==> src/fdcc_pkg.sv <==
// Shared types and constants of the field-driven calendar clock.
// Holds the opcode set, the counter cell control word and the month-length table.
// Used by the counter cell and the top level.
`default_nettype none

package fdcc_pkg;

  localparam int unsigned CntW    = 7;   // widest counter: two-digit year
  localparam int unsigned NumCells = 7;
  localparam int unsigned CellIdxW = 3;

  // Position of each counter in the carry chain, fastest first
  localparam logic [CellIdxW-1:0] CellField  = 3'd0;
  localparam logic [CellIdxW-1:0] CellSecond = 3'd1;
  localparam logic [CellIdxW-1:0] CellMinute = 3'd2;
  localparam logic [CellIdxW-1:0] CellHour   = 3'd3;
  localparam logic [CellIdxW-1:0] CellDay    = 3'd4;
  localparam logic [CellIdxW-1:0] CellMonth  = 3'd5;
  localparam logic [CellIdxW-1:0] CellYear   = 3'd6;

  localparam logic [CntW-1:0] SecondsPerMinute = 7'd60;
  localparam logic [CntW-1:0] MinutesPerHour   = 7'd60;
  localparam logic [CntW-1:0] HoursPerDay      = 7'd24;
  localparam logic [CntW-1:0] MonthsPerYear    = 7'd12;
  localparam logic [CntW-1:0] YearsPerCentury  = 7'd100;
  localparam logic [CntW-1:0] FebIndex         = 7'd1;
  localparam logic [CntW-1:0] LeapDayIndex     = 7'd28;
  localparam logic [CntW-1:0] LastFebDayIndex  = 7'd27;

  localparam int unsigned FpsW        = 6;
  localparam logic [FpsW-1:0] FpsReset = 6'd50;
  localparam int unsigned ApbAddrW    = 3;
  localparam int unsigned ApbDataW    = 32;

  typedef enum logic [4:0] {
    OP_TICK        = 5'd0,
    OP_SET_YEAR    = 5'd1,
    OP_SET_MONTH   = 5'd2,
    OP_SET_DAY     = 5'd3,
    OP_SET_HOUR    = 5'd4,
    OP_SET_MINUTE  = 5'd5,
    OP_SET_SECOND  = 5'd6,
    OP_INC_YEAR    = 5'd7,
    OP_INC_MONTH   = 5'd8,
    OP_INC_DAY     = 5'd9,
    OP_INC_HOUR    = 5'd10,
    OP_INC_MINUTE  = 5'd11,
    OP_INC_SECOND  = 5'd12,
    OP_STOP_TIME   = 5'd13,
    OP_STOP_DATE   = 5'd14,
    OP_START       = 5'd15,
    OP_TAKE_UPDATE = 5'd16
  } opcode_e;

  // Per-cell command besides the carry coming down the chain
  typedef struct packed {
    logic inc;    // local step, no carry out
    logic load;   // take load value
    logic clr;    // return to zero
  } cell_ctrl_t;

  localparam logic [CntW-1:0] MonthLength [16] = '{
    7'd31, 7'd28, 7'd31, 7'd30, 7'd31, 7'd30, 7'd31, 7'd31,
    7'd30, 7'd31, 7'd30, 7'd31, 7'd31, 7'd31, 7'd31, 7'd31
  };

  function automatic logic [CntW-1:0] days_in_month(input logic [3:0] month,
                                                    input logic [1:0] year_lsbs);
    logic [CntW-1:0] len;
    len = MonthLength[month];
    if (month == FebIndex[3:0] && year_lsbs == 2'd0) begin
      len = LeapDayIndex + 7'd1;
    end
    return len;
  endfunction

endpackage

`default_nettype wire

==> src/fdcc_in_if.sv <==
// Command channel of the calendar clock: opcode and value words.
// Does not depend on fdcc_pkg; plain valid/ready.
`default_nettype none

interface fdcc_in_if;
  logic       valid;
  logic       ready;
  logic [4:0] opcode;
  logic [7:0] value;

  modport source (output valid, output opcode, output value, input ready);
  modport sink   (input valid, input opcode, input value, output ready);
endinterface

`default_nettype wire

==> src/fdcc_out_if.sv <==
// Result channel of the calendar clock: the clock read after each command.
// Plain valid/ready with the calendar fields and two status bits.
`default_nettype none

interface fdcc_out_if;
  logic       valid;
  logic       ready;
  logic [6:0] year_now;
  logic [3:0] month_now;
  logic [4:0] day_now;
  logic [4:0] hour_now;
  logic [5:0] minute_now;
  logic [5:0] second_now;
  logic [5:0] field_now;
  logic       set_rejected;
  logic       update_was_pending;

  modport source (output valid, output year_now, output month_now, output day_now,
                  output hour_now, output minute_now, output second_now,
                  output field_now, output set_rejected, output update_was_pending,
                  input ready);
  modport sink   (input valid, input year_now, input month_now, input day_now,
                  input hour_now, input minute_now, input second_now,
                  input field_now, input set_rejected, input update_was_pending,
                  output ready);
endinterface

`default_nettype wire

==> src/fdcc_cell.sv <==
// One wrap-around counter cell of the calendar carry chain.
// Depends on fdcc_pkg for the counter width and the cell control word.
`default_nettype none

module fdcc_cell (
  input  wire logic                   clk_i,
  input  wire logic                   rst_ni,
  input  wire logic                   carry_i,
  input  wire fdcc_pkg::cell_ctrl_t   ctrl_i,
  input  wire logic [fdcc_pkg::CntW-1:0] load_val_i,
  input  wire logic [fdcc_pkg::CntW-1:0] len_i,
  output logic                        carry_o,
  output logic [fdcc_pkg::CntW-1:0]   count_o,
  output logic [fdcc_pkg::CntW-1:0]   count_next_o
);
  import fdcc_pkg::*;

  logic [CntW-1:0] count_q, count_d;
  logic [CntW:0]   sum;
  logic            wrap;
  logic [CntW-1:0] step_val;

  always_comb begin
    sum      = {1'b0, count_q} + {{CntW{1'b0}}, 1'b1};
    wrap     = (sum >= {1'b0, len_i});
    step_val = wrap ? '0 : sum[CntW-1:0];
    if (ctrl_i.load) begin
      count_d = load_val_i;
    end else if (ctrl_i.clr) begin
      count_d = '0;
    end else if (carry_i || ctrl_i.inc) begin
      count_d = step_val;
    end else begin
      count_d = count_q;
    end
  end

  // Hand the carry on only for chain advances
  assign carry_o      = carry_i & wrap;
  assign count_o      = count_q;
  assign count_next_o = count_d;

  always_ff @(posedge clk_i or negedge rst_ni) begin
    if (!rst_ni) begin
      count_q <= '0;
    end else begin
      count_q <= count_d;
    end
  end

endmodule

`default_nettype wire

==> src/field_driven_calendar_clock_core.sv <==
// Top level of the field-driven calendar clock: command decode, carry chain of
// counter cells, APB register and the result word register.
// Depends on fdcc_pkg, fdcc_in_if, fdcc_out_if and fdcc_cell.
`default_nettype none

// Channel   Dir  Handshake      Word
// in_i      in   valid/ready    opcode[4:0], value[7:0]
// out_o     out  valid/ready    calendar fields, set_rejected, update_was_pending
// APB       in   psel/penable   fields_per_second at byte address 0
//
// Flow: one command word per clock while in_i.ready is high; its result word shows on
// out_o the next cycle. The seven cells settle the whole field-to-year carry combinationally.
// Reset: counters clear, time and date stopped, fields_per_second = 50.
// Stalls: in_i.ready drops only while a result word waits and out_o.ready is
// low; the result register frees in the same cycle it is taken.

module field_driven_calendar_clock_core (
  input  wire logic                            clk_i,
  input  wire logic                            rst_ni,
  fdcc_in_if.sink                              in_i,
  fdcc_out_if.source                           out_o,
  input  wire logic                            psel,
  input  wire logic                            penable,
  input  wire logic                            pwrite,
  input  wire logic [fdcc_pkg::ApbAddrW-1:0]   paddr,
  input  wire logic [fdcc_pkg::ApbDataW-1:0]   pwdata,
  output logic [fdcc_pkg::ApbDataW-1:0]        prdata,
  output logic                                 pready
);
  import fdcc_pkg::*;

  // ---------------------------------------------------------------- APB
  logic [FpsW-1:0] fps_q;
  logic            reg_sel;

  // Register index sits in address bit 2; only register 0 exists
  assign reg_sel = (paddr[ApbAddrW-1] == 1'b0);
  assign pready  = 1'b1;
  assign prdata  = reg_sel ? {{(ApbDataW-FpsW){1'b0}}, fps_q} : '0;

  always_ff @(posedge clk_i or negedge rst_ni) begin
    if (!rst_ni) begin
      fps_q <= FpsReset;
    end else if (psel && penable && pwrite && pready && reg_sel) begin
      fps_q <= pwdata[FpsW-1:0];
    end
  end

  // ---------------------------------------------------------------- handshake
  logic out_valid_q;
  logic accept;

  assign in_i.ready = !out_valid_q || out_o.ready;
  assign accept     = in_i.valid && in_i.ready;

  // ---------------------------------------------------------------- cell row
  cell_ctrl_t      ctrl      [NumCells];
  logic [CntW-1:0] load_val  [NumCells];
  logic [CntW-1:0] len       [NumCells];
  logic            carry_in  [NumCells];
  logic            carry_out [NumCells];
  logic [CntW-1:0] count     [NumCells];
  logic [CntW-1:0] count_nxt [NumCells];

  for (genvar g = 0; g < NumCells; g++) begin : g_cell
    fdcc_cell u_cell (
      .clk_i        (clk_i),
      .rst_ni       (rst_ni),
      .carry_i      (carry_in[g]),
      .ctrl_i       (ctrl[g]),
      .load_val_i   (load_val[g]),
      .len_i        (len[g]),
      .carry_o      (carry_out[g]),
      .count_o      (count[g]),
      .count_next_o (count_nxt[g])
    );
  end

  logic time_stopped_q, time_stopped_d;
  logic date_stopped_q, date_stopped_d;
  logic update_pending_q, update_pending_d;
  logic tick_adv;
  logic [CntW-1:0] dim;

  // Month length from the current month and year; the date does not move
  // before the day cell has used it
  assign dim = days_in_month(count[CellMonth][3:0], count[CellYear][1:0]);

  always_comb begin
    len[CellField]  = {1'b0, fps_q};
    len[CellSecond] = SecondsPerMinute;
    len[CellMinute] = MinutesPerHour;
    len[CellHour]   = HoursPerDay;
    len[CellDay]    = dim;
    len[CellMonth]  = MonthsPerYear;
    len[CellYear]   = YearsPerCentury;
  end

  // Chain: field -> second -> minute -> hour -> (date running) day -> month -> year
  always_comb begin
    carry_in[CellField]  = tick_adv;
    carry_in[CellSecond] = carry_out[CellField];
    carry_in[CellMinute] = carry_out[CellSecond];
    carry_in[CellHour]   = carry_out[CellMinute];
    carry_in[CellDay]    = carry_out[CellHour] && !date_stopped_q;
    carry_in[CellMonth]  = carry_out[CellDay];
    carry_in[CellYear]   = carry_out[CellMonth];
  end

  // ---------------------------------------------------------------- decode
  opcode_e         op;
  logic [7:0]      value;
  logic [7:0]      vm1;
  logic            rejected;
  logic            was_pending;
  logic            year_touched;
  logic [1:0]      year_lsbs_next;

  assign op    = opcode_e'(in_i.opcode);
  assign value = in_i.value;
  assign vm1   = value - 8'd1;

  always_comb begin
    for (int i = 0; i < NumCells; i++) begin
      ctrl[i]     = '0;
      load_val[i] = value[CntW-1:0];
    end
    tick_adv         = 1'b0;
    rejected         = 1'b0;
    was_pending      = 1'b0;
    year_touched     = 1'b0;
    year_lsbs_next   = value[1:0];
    time_stopped_d   = time_stopped_q;
    date_stopped_d   = date_stopped_q;
    update_pending_d = update_pending_q;

    if (accept) begin
      case (op)
        OP_TICK: begin
          tick_adv = !time_stopped_q;
        end
        OP_SET_YEAR: begin
          if (value >= {1'b0, YearsPerCentury}) begin
            rejected = 1'b1;
          end else begin
            ctrl[CellYear].load = 1'b1;
            year_touched        = 1'b1;
          end
        end
        OP_SET_MONTH: begin
          if (vm1 >= {1'b0, MonthsPerYear}) begin
            rejected = 1'b1;
          end else begin
            ctrl[CellMonth].load = 1'b1;
            load_val[CellMonth]  = vm1[CntW-1:0];
          end
        end
        OP_SET_DAY: begin
          if (vm1 >= {1'b0, dim}) begin
            rejected = 1'b1;
          end else begin
            ctrl[CellDay].load = 1'b1;
            load_val[CellDay]  = vm1[CntW-1:0];
          end
        end
        OP_SET_HOUR: begin
          if (value >= {1'b0, HoursPerDay}) rejected = 1'b1;
          else ctrl[CellHour].load = 1'b1;
        end
        OP_SET_MINUTE: begin
          if (value >= {1'b0, MinutesPerHour}) rejected = 1'b1;
          else ctrl[CellMinute].load = 1'b1;
        end
        OP_SET_SECOND: begin
          if (value >= {1'b0, SecondsPerMinute}) begin
            rejected = 1'b1;
          end else begin
            ctrl[CellSecond].load = 1'b1;
            ctrl[CellField].clr   = 1'b1;
          end
        end
        OP_INC_YEAR: begin
          ctrl[CellYear].inc = 1'b1;
          year_touched       = 1'b1;
          // 99 wraps to 0, whose low bits are zero
          year_lsbs_next     = (count[CellYear] == YearsPerCentury - 7'd1) ? 2'd0
                                 : count[CellYear][1:0] + 2'd1;
          update_pending_d   = 1'b1;
        end
        OP_INC_MONTH: begin
          ctrl[CellMonth].inc = 1'b1;
          update_pending_d    = 1'b1;
        end
        OP_INC_DAY: begin
          ctrl[CellDay].inc = 1'b1;
          update_pending_d  = 1'b1;
        end
        OP_INC_HOUR: begin
          ctrl[CellHour].inc = 1'b1;
          update_pending_d   = 1'b1;
        end
        OP_INC_MINUTE: begin
          ctrl[CellMinute].inc = 1'b1;
          update_pending_d     = 1'b1;
        end
        OP_INC_SECOND: begin
          ctrl[CellSecond].inc = 1'b1;
          update_pending_d     = 1'b1;
        end
        OP_STOP_TIME: begin
          time_stopped_d      = 1'b1;
          ctrl[CellField].clr = 1'b1;
        end
        OP_STOP_DATE: begin
          date_stopped_d = 1'b1;
        end
        OP_START: begin
          time_stopped_d = 1'b0;
          date_stopped_d = 1'b0;
        end
        OP_TAKE_UPDATE: begin
          was_pending      = update_pending_q;
          update_pending_d = 1'b0;
        end
        default: begin
        end
      endcase

      // Drop an invalid 29 February when the year leaves a leap year
      if (year_touched && year_lsbs_next != 2'd0 &&
          count[CellMonth] == FebIndex && count[CellDay] == LeapDayIndex) begin
        ctrl[CellDay].load = 1'b1;
        load_val[CellDay]  = LastFebDayIndex;
      end

      // A completed second raises the update flag
      if (carry_out[CellField]) begin
        update_pending_d = 1'b1;
      end
    end
  end

  always_ff @(posedge clk_i or negedge rst_ni) begin
    if (!rst_ni) begin
      time_stopped_q   <= 1'b1;
      date_stopped_q   <= 1'b1;
      update_pending_q <= 1'b0;
    end else begin
      time_stopped_q   <= time_stopped_d;
      date_stopped_q   <= date_stopped_d;
      update_pending_q <= update_pending_d;
    end
  end

  // ---------------------------------------------------------------- result word
  logic [6:0] year_q;
  logic [3:0] month_q;
  logic [4:0] day_q;
  logic [4:0] hour_q;
  logic [5:0] minute_q;
  logic [5:0] second_q;
  logic [5:0] field_q;
  logic       rejected_q;
  logic       was_pending_q;

  always_ff @(posedge clk_i or negedge rst_ni) begin
    if (!rst_ni) begin
      out_valid_q <= 1'b0;
    end else if (accept) begin
      out_valid_q <= 1'b1;
    end else if (out_o.ready) begin
      out_valid_q <= 1'b0;
    end
  end

  // Capture the clock as it stands after this command
  always_ff @(posedge clk_i) begin
    if (accept) begin
      year_q        <= count_nxt[CellYear][6:0];
      month_q       <= count_nxt[CellMonth][3:0] + 4'd1;
      day_q         <= count_nxt[CellDay][4:0] + 5'd1;
      hour_q        <= count_nxt[CellHour][4:0];
      minute_q      <= count_nxt[CellMinute][5:0];
      second_q      <= count_nxt[CellSecond][5:0];
      field_q       <= count_nxt[CellField][5:0];
      rejected_q    <= rejected;
      was_pending_q <= was_pending;
    end
  end

  assign out_o.valid              = out_valid_q;
  assign out_o.year_now           = year_q;
  assign out_o.month_now          = month_q;
  assign out_o.day_now            = day_q;
  assign out_o.hour_now           = hour_q;
  assign out_o.minute_now         = minute_q;
  assign out_o.second_now         = second_q;
  assign out_o.field_now          = field_q;
  assign out_o.set_rejected       = rejected_q;
  assign out_o.update_was_pending = was_pending_q;

endmodule

`default_nettype wire
==> src/flat_wrapper.sv <==
// flat-port wrapper written by rule: the top's interface ports become plain ports
module field_driven_calendar_clock_core_flat import fdcc_pkg::*;
  (clk_i, rst_ni, psel, penable, pwrite, paddr, pwdata, prdata, pready, in_i_valid, in_i_opcode, in_i_value, in_i_ready, out_o_valid, out_o_year_now, out_o_month_now, out_o_day_now, out_o_hour_now, out_o_minute_now, out_o_second_now, out_o_field_now, out_o_set_rejected, out_o_update_was_pending, out_o_ready);
  fdcc_in_if in_i_i ();
  fdcc_out_if out_o_i ();
  input  wire logic clk_i;
  input  wire logic rst_ni;
  input  wire logic psel;
  input  wire logic penable;
  input  wire logic pwrite;
  input  wire logic [fdcc_pkg::ApbAddrW-1:0] paddr;
  input  wire logic [fdcc_pkg::ApbDataW-1:0] pwdata;
  output logic [fdcc_pkg::ApbDataW-1:0] prdata;
  output logic pready;
  input wire logic [$bits(in_i_i.valid)-1:0] in_i_valid;
  input wire logic [$bits(in_i_i.opcode)-1:0] in_i_opcode;
  input wire logic [$bits(in_i_i.value)-1:0] in_i_value;
  output wire logic [$bits(in_i_i.ready)-1:0] in_i_ready;
  output wire logic [$bits(out_o_i.valid)-1:0] out_o_valid;
  output wire logic [$bits(out_o_i.year_now)-1:0] out_o_year_now;
  output wire logic [$bits(out_o_i.month_now)-1:0] out_o_month_now;
  output wire logic [$bits(out_o_i.day_now)-1:0] out_o_day_now;
  output wire logic [$bits(out_o_i.hour_now)-1:0] out_o_hour_now;
  output wire logic [$bits(out_o_i.minute_now)-1:0] out_o_minute_now;
  output wire logic [$bits(out_o_i.second_now)-1:0] out_o_second_now;
  output wire logic [$bits(out_o_i.field_now)-1:0] out_o_field_now;
  output wire logic [$bits(out_o_i.set_rejected)-1:0] out_o_set_rejected;
  output wire logic [$bits(out_o_i.update_was_pending)-1:0] out_o_update_was_pending;
  input wire logic [$bits(out_o_i.ready)-1:0] out_o_ready;
  assign in_i_i.valid = in_i_valid;
  assign in_i_i.opcode = in_i_opcode;
  assign in_i_i.value = in_i_value;
  assign in_i_ready = in_i_i.ready;
  assign out_o_valid = out_o_i.valid;
  assign out_o_year_now = out_o_i.year_now;
  assign out_o_month_now = out_o_i.month_now;
  assign out_o_day_now = out_o_i.day_now;
  assign out_o_hour_now = out_o_i.hour_now;
  assign out_o_minute_now = out_o_i.minute_now;
  assign out_o_second_now = out_o_i.second_now;
  assign out_o_field_now = out_o_i.field_now;
  assign out_o_set_rejected = out_o_i.set_rejected;
  assign out_o_update_was_pending = out_o_i.update_was_pending;
  assign out_o_i.ready = out_o_ready;
  field_driven_calendar_clock_core u_core (.clk_i(clk_i), .rst_ni(rst_ni), .in_i(in_i_i), .out_o(out_o_i), .psel(psel), .penable(penable), .pwrite(pwrite), .paddr(paddr), .pwdata(pwdata), .prdata(prdata), .pready(pready));
endmodule
==> config.mk <==
export PLATFORM = sky130hd
export DESIGN_NAME = field_driven_calendar_clock_core_flat
export DESIGN_NICKNAME = d
export VERILOG_FILES = /design/src/fdcc_pkg.sv /design/src/fdcc_in_if.sv /design/src/fdcc_out_if.sv /design/src/fdcc_cell.sv /design/src/field_driven_calendar_clock_core.sv /design/src/flat_wrapper.sv
export SDC_FILE = /design/constraint.sdc
export NUM_CORES = 1
export LEC_CHECK = 0
export BUFFER_PORTS_ARGS = -buffer_cell sky130_fd_sc_hd__clkbuf_2
export CORE_MARGIN = 4
export CORE_UTILIZATION = 50
export DETAILED_ROUTE_END_ITERATION = 7
export PLACE_DENSITY = 0.77
export SLEW_MARGIN = 20
export SYNTH_ARGS = -nofsm -noshare
export SYNTH_HDL_FRONTEND = slang
export SYNTH_SLANG_ARGS = --single-unit
export TNS_END_PERCENT = 50
==> constraint.sdc <==
create_clock -name clk_i -period 3.3 [get_ports clk_i]
set_input_delay 0 -clock clk_i [delete_from_list [all_inputs] [get_ports clk_i]]
set_output_delay 0 -clock clk_i [all_outputs]
set_load 0.01 [all_outputs]
# Yosys cells after proc, flatten, opt, wreduce, memory -nomap -nowiden
# Memories as Yosys holds them, arrays and structs flattened.
# Cells that the tools add are included.
# word_totals
reg_bits	100
latchBits	0
ramBits	0
romBits	112
in_bits	55
output_inout_bits	76
wordCells	192
memories	1
# mem_list
memory	words	word_bits	read_ports	rd_ports_with_merged_regs	wr	line	text
(name not given)	16	7	1	0	0	fdcc_pkg.sv:70	len = MonthLength[month];
# classes
addsub	11
mul	0
div_mod_pow	0
order_cmp	13
eq_ne	20
shifts	0
muxes	75
bitwise_logic	8
n_reduce_logical	37
# op_table
op	n
7-bit two-way mux	29
7-bit by 1-bit adder with 8-bit output, second input constant	7
5-bit by 4-bit equality test with 1-bit output, second input constant	8
1-bit two-way mux	29
8-bit by 6-bit >= comparator with 1-bit output, second input constant	3
5-bit by 3-bit equality test with 1-bit output, second input constant	4
2-bit nonzero test	10
8-bit by 4-bit >= comparator with 1-bit output, second input constant	2
8-bit by 5-bit >= comparator with 1-bit output, second input constant	2
8-bit by 7-bit >= comparator with 1-bit output	2
8-bit by 7-bit >= comparator with 1-bit output, second input constant	2
2-bit two-way mux	8
14-bit two-way mux	1
5-bit by 2-bit equality test with 1-bit output, second input constant	2
1-bit one-hot mux with 2 select lines	5
1-bit logical AND	9
8-bit by 6-bit >= comparator with 1-bit output	1
8-bit by 1-bit subtractor with 8-bit output, second input constant	1
7-bit by 1-bit equality test with 1-bit output, second input constant	1
7-bit by 5-bit equality test with 1-bit output, second input constant	1
7-bit equality test, second input constant	1
1-bit logical OR	7
1-bit bitwise AND	6
6-bit two-way mux	1
other kinds (18)	22

# Depth between registers and ports, before layout
# logic_depth
depth_word	14
ltp_mapped	17

# By module
# From an unflattened synthesis, not the netlist that was laid out.
# hier_totals
hier_cells	727
hier_area_um2	7317.0
# modules_own_cells
mod	n_inst	cells_per_inst	area_each_um2	seq_area_each_um2
fdcc_cell (u_core.g_cell[0].u_cell ...)	6	67	625.6	175.2
field_driven_calendar_clock_core	1	258	2917.8	1487.7
fdcc_cell (u_core.g_cell[6].u_cell)	1	67	645.6	175.2

# Worst setup path after synthesis
# OpenSTA, ideal clock, no wires.
# synth_timing
path_type	register -> register
startpoint	register u_core.g_cell[5].u_cell.count_q[0]
endpoint	register u_core.year_q[1] (netlist: u_core.out_o.year_now[1]), data pin
setup_ns	0.263
t_arrival_ns	2.969
setup_slack_ns	0.068
stages_incl_launch_ff	16
path_buffers	1
period_less_slack_ns	3.232
path_cell_list	dfrtp_1 > ha_1 > nand2_1 > nand2_1 > mux2i_1 > o21ai_0 > ha_1 > nand2b_1 > a21oi_1 > nor2_1 > a311o_1 > and4_2 > a21oi_1 > buf_2 > o21ai_0 > mux2_2
# synth_lines
item	line	text
from (decl)	fdcc_cell.sv:18	logic [CntW-1:0] count_q, count_d;
from (signal assigned)	fdcc_cell.sv:47	count_q <= count_d;
to (signal assigned)	field_driven_calendar_clock_core.sv:279	year_q <= count_nxt[CellYear][6:0];
to (decl)	field_driven_calendar_clock_core.sv:256	logic [6:0] year_q;

==> metrics.md <==
| Metric | Value |
|---|---|
| Outcome | `finished, final reports clean` |
| DP Wirelength | `10,600 um` |
| Fin nets | `803` |
| Worst-Skew Late Latency | `0.35 ns` |
| Vias per inst | `5.79` |
| CTS H-tree depth | `3` |
| Row Count | `39` |
| CTS Root Cell | `clkbuf_16` |
| CP Capture Type | `flop` |
| Design Area, Final | `0.00736 mm^2` |
| GRT Residual Overflow | `0` |
| Crit share post-route | `96.4%` |
| # clock sinks | `100` |
| HP Start | `in_i_value[0]` |
| Final GP Congestion | `0.959` |
| Share of layout cells above drive strength 1 | `27.6%` |
| Initial antenna violation count | `0` |
| Total GRT Usage | `21.4%` |
| Vias | `5,038` |
| Peak VDD IR | `0.000367 V` |
| Die area | `0.0139 mm^2` |
| Wire per inst | `17.2 um` |
| Number of synthesized flops with an enable pin | `41` |
| RSZ-0062 raised after global routing | `yes` |
| Reg-to-Reg Start | `u_core.g_cell[5].u_cell.count_o[1]` |
| WL final | `15,000 um` |
| Final slew viol count | `0` |
| Worst clock skew | `0.00592 ns` |
| Pwr/cell area | `513 mW/mm^2` |
| FF-to-FF setup slack | `0.12 ns` |
| Max cap viols | `0` |
| Worst Setup Path Type | `reg2reg` |
| Total CTS buffers | `9` |
| Drc violations | `0` |
| 1st-iter DRT viols | `360` |
| Critical Path Start | `u_core.g_cell[5].u_cell.count_o[1]` |
| CP Max Fanout | `5` |
| Die Wd | `118 um` |
| Top_reg_cell synth | `dfrtp_1` |
| Setup violators final | `0` |
| Final Util | `63.4%` |
| CTS Buffer Depth | `2` |
| IO Port Bufs | `75` |
| Worst Setup Start Kind | `flop` |
| Core Footprint | `0.0116 mm^2` |
| Antenna violation net count after detailed routing | `0` |
| Hold WC Path Type | `in2reg` |
| Static leakage | `3.19 nW` |
| Library cells used by synthesis | `85` |
| Syn Inst Count | `609` |
| Worst slew margin | `43.8%` |
| CP arrival | `3.29 ns` |
| Die height | `118 um` |
| Initial Util | `52.1%` |
| Post-synth ARST share | `59.0%` |
| Vias in the first global route | `4,934` |
| Slew @ Worst Pin | `0.840 ns` |
| Total negative slack | `0 ns` |
| Total power | `3.78 mW` |
| Yosys Warn Count | `0` |
| Fmax | `314 MHz` |
| CTS tree | `done` |
| DR pass1 iterations | `5` |
| Placed cell area | `0.00667 mm^2` |
| WHS | `0.0435 ns` |
| Mean Syn Cell Area | `9.94 um^2` |
| Crit path time final | `3.18 ns` |
| Mapped Area | `0.00605 mm^2` |
| I/O Pins | `131` |
| First-pass GRT wire length | `24,500 um` |
| Worst Path Required | `3.41 ns` |
| Sequential area share after synthesis | `44.8%` |
| Antenna Cells | `0` |
| #FFs+latches synth | `100` |
| Area Overhead vs Synth | `21.6%` |
| Largest net degree at the start of global routing | `44` |
| Final hold vios | `0` |
| Clock-pin slew on the worst setup and hold paths | `0.06 ns` |
-- report_power, final --
| part | switching [mW] | internal [mW] |
|---|---|---|
| Clock | 0.448 | 0.674 |
| Combinational | 0.548 | 0.460 |
| Sequential | 0.146 | 1.50 |
-- what timing repair did --
item	4_1_cts	5_1_grt
hold buffers	9	0
hold endpoints to repair	44	0
setup buffers	0	4
pin swaps	0	24
cloned	0	1
endpoints found under the setup margin	5	35
gates resized for setup	2	52
-- cells in the final DEF (no fill, tap or decap), types with 5 or more instances in the layout --
cell	Yosys	final
a211oi_1	7	7
a21oi_1	35	28
a21oi_2	2	7
and2_1	7	7
and3_1	12	11
buf_4	27	36
clkbuf_16	0	10
clkbuf_2	0	74
conb_1	2	27
dfrtp_1	54	54
dfstp_2	5	5
dlygate4sd3_1	0	9
edfxtp_1	41	41
ha_1	26	20
inv_1	29	27
mux2_2	8	8
nand2_1	47	46
nand2b_1	13	12
nand3_1	23	21
nor2_1	53	52
nor2b_1	9	9
nor3_1	15	13
nor3b_1	12	12
nor4_1	5	5
o21ai_0	28	23
o21ai_1	1	6
o22ai_1	5	5
o31a_1	6	6
or3_1	7	6
xnor2_1	12	11
xor2_1	8	8
-- worst max-delay path: stages, from the launching register on --
cell	delay, ns
dfrtp_1	0.40
inv_2	0.07
ha_2	0.17
nand2_1	0.05
nand2_1	0.05
mux2i_1	0.06
o21ai_1	0.21
ha_1	0.27
nand2b_4	0.14
a21oi_2	0.11
nor2_1	0.06
a311o_2	0.44
or4b_4	0.53
o211ai_4	0.13
nand3_2	0.11
xnor2_1	0.13
-- layer usage --
layer / track usage [%] / vias up / share of wire, %
met5: 0 / - / 0
met4: 6.89 / 0 / 1.8
met3: 6.10 / 24 / 6.3
met2: 34.7 / 180 / 49
met1: 27.8 / 2443 / 43
li1: - / 2391 / -
-- registers in the layout, summed over array words and instances, names as in the netlist --
register,count
u_core.g_cell.u_cell.count_o,49
u_core.out_o.year_now,7
u_core.fps_q,6
u_core.out_o.field_now,6
u_core.out_o.minute_now,6
u_core.out_o.second_now,6
u_core.out_o.day_now,5
u_core.out_o.hour_now,5
u_core.out_o.month_now,4
u_core.date_stopped_q,1
u_core.out_o.set_rejected,1
u_core.out_o.update_was_pending,1
u_core.out_o.valid,1
u_core.time_stopped_q,1
u_core.update_pending_q,1
-- final timing paths --
| path | end | depth (start not counted) |
|---|---|---|
| max | u_core.out_o.day_now[3] | 15 |
| min reg2reg | u_core.fps_q[3] | 1 |
| max reg2reg | u_core.out_o.day_now[3] | 15 |
| max in group asynchronous | u_core.g_cell[2].u_cell.count_o[5] | 3 |
| min in group asynchronous | u_core.fps_q[2] | 2 |
| min | u_core.g_cell[1].u_cell.count_o[0] | 3 |
-- kinds of logic (layout without fill, tap and decap cells) --
| family | Yosys count | count (layout) | synth area share (%) |
|---|---|---|---|
| compound gates | 139 | 139 | 17.0 |
| mux | 10 | 10 | 1.82 |
| flops | 100 | 100 | 44.8 |
| simple gates | 238 | 238 | 21.5 |
| buf+inv | 74 | 167 | 6.39 |
| fa+ha+maj | 26 | 26 | 5.38 |
| other cells | 2 | 27 | 0.124 |
| xor+xnor | 20 | 20 | 2.89 |
-- through the flow --
stage	setup slack [ns]	instances
after global placement	0.0217	840
after CTS	0.0172	865
after floorplan	0.0681	634
after detailed placement	-0.0242	840
final	0.120	870
after global routing	-0.105	870
-- synthesized netlist by cell type (11+ instances only) --
library cell,number,share of area (%)
xnor2_1,12,1.7
nor3_1,15,1.2
and3_1,12,1.2
nand3_1,23,1.9
nor3b_1,12,1.5
dfrtp_1,54,22
o21ai_0,28,2.3
nand2_1,47,2.9
nand2b_1,13,1.3
nor2_1,53,3.3
clkbuf_1,11,0.68
buf_4,27,3.3
edfxtp_1,41,20
inv_1,29,1.8
ha_1,26,5.4
a21oi_1,35,2.9
-- layout make-up --
| cell class | instances | area, um^2 |
|---|---|---|
| Clock buffer | 13 | 282 |
| Fill cell | 937 | 4260 |
| Inverter | 29 | 109 |
| Clock inverter | 3 | 42.5 |
| Timing Repair Buffer | 122 | 761 |
| Multi-Input combinational cell | 460 | 3270 |
| Sequential cell | 100 | 2710 |
| Tap cell | 143 | 179 |
Power figures use the tool's default switching activity.
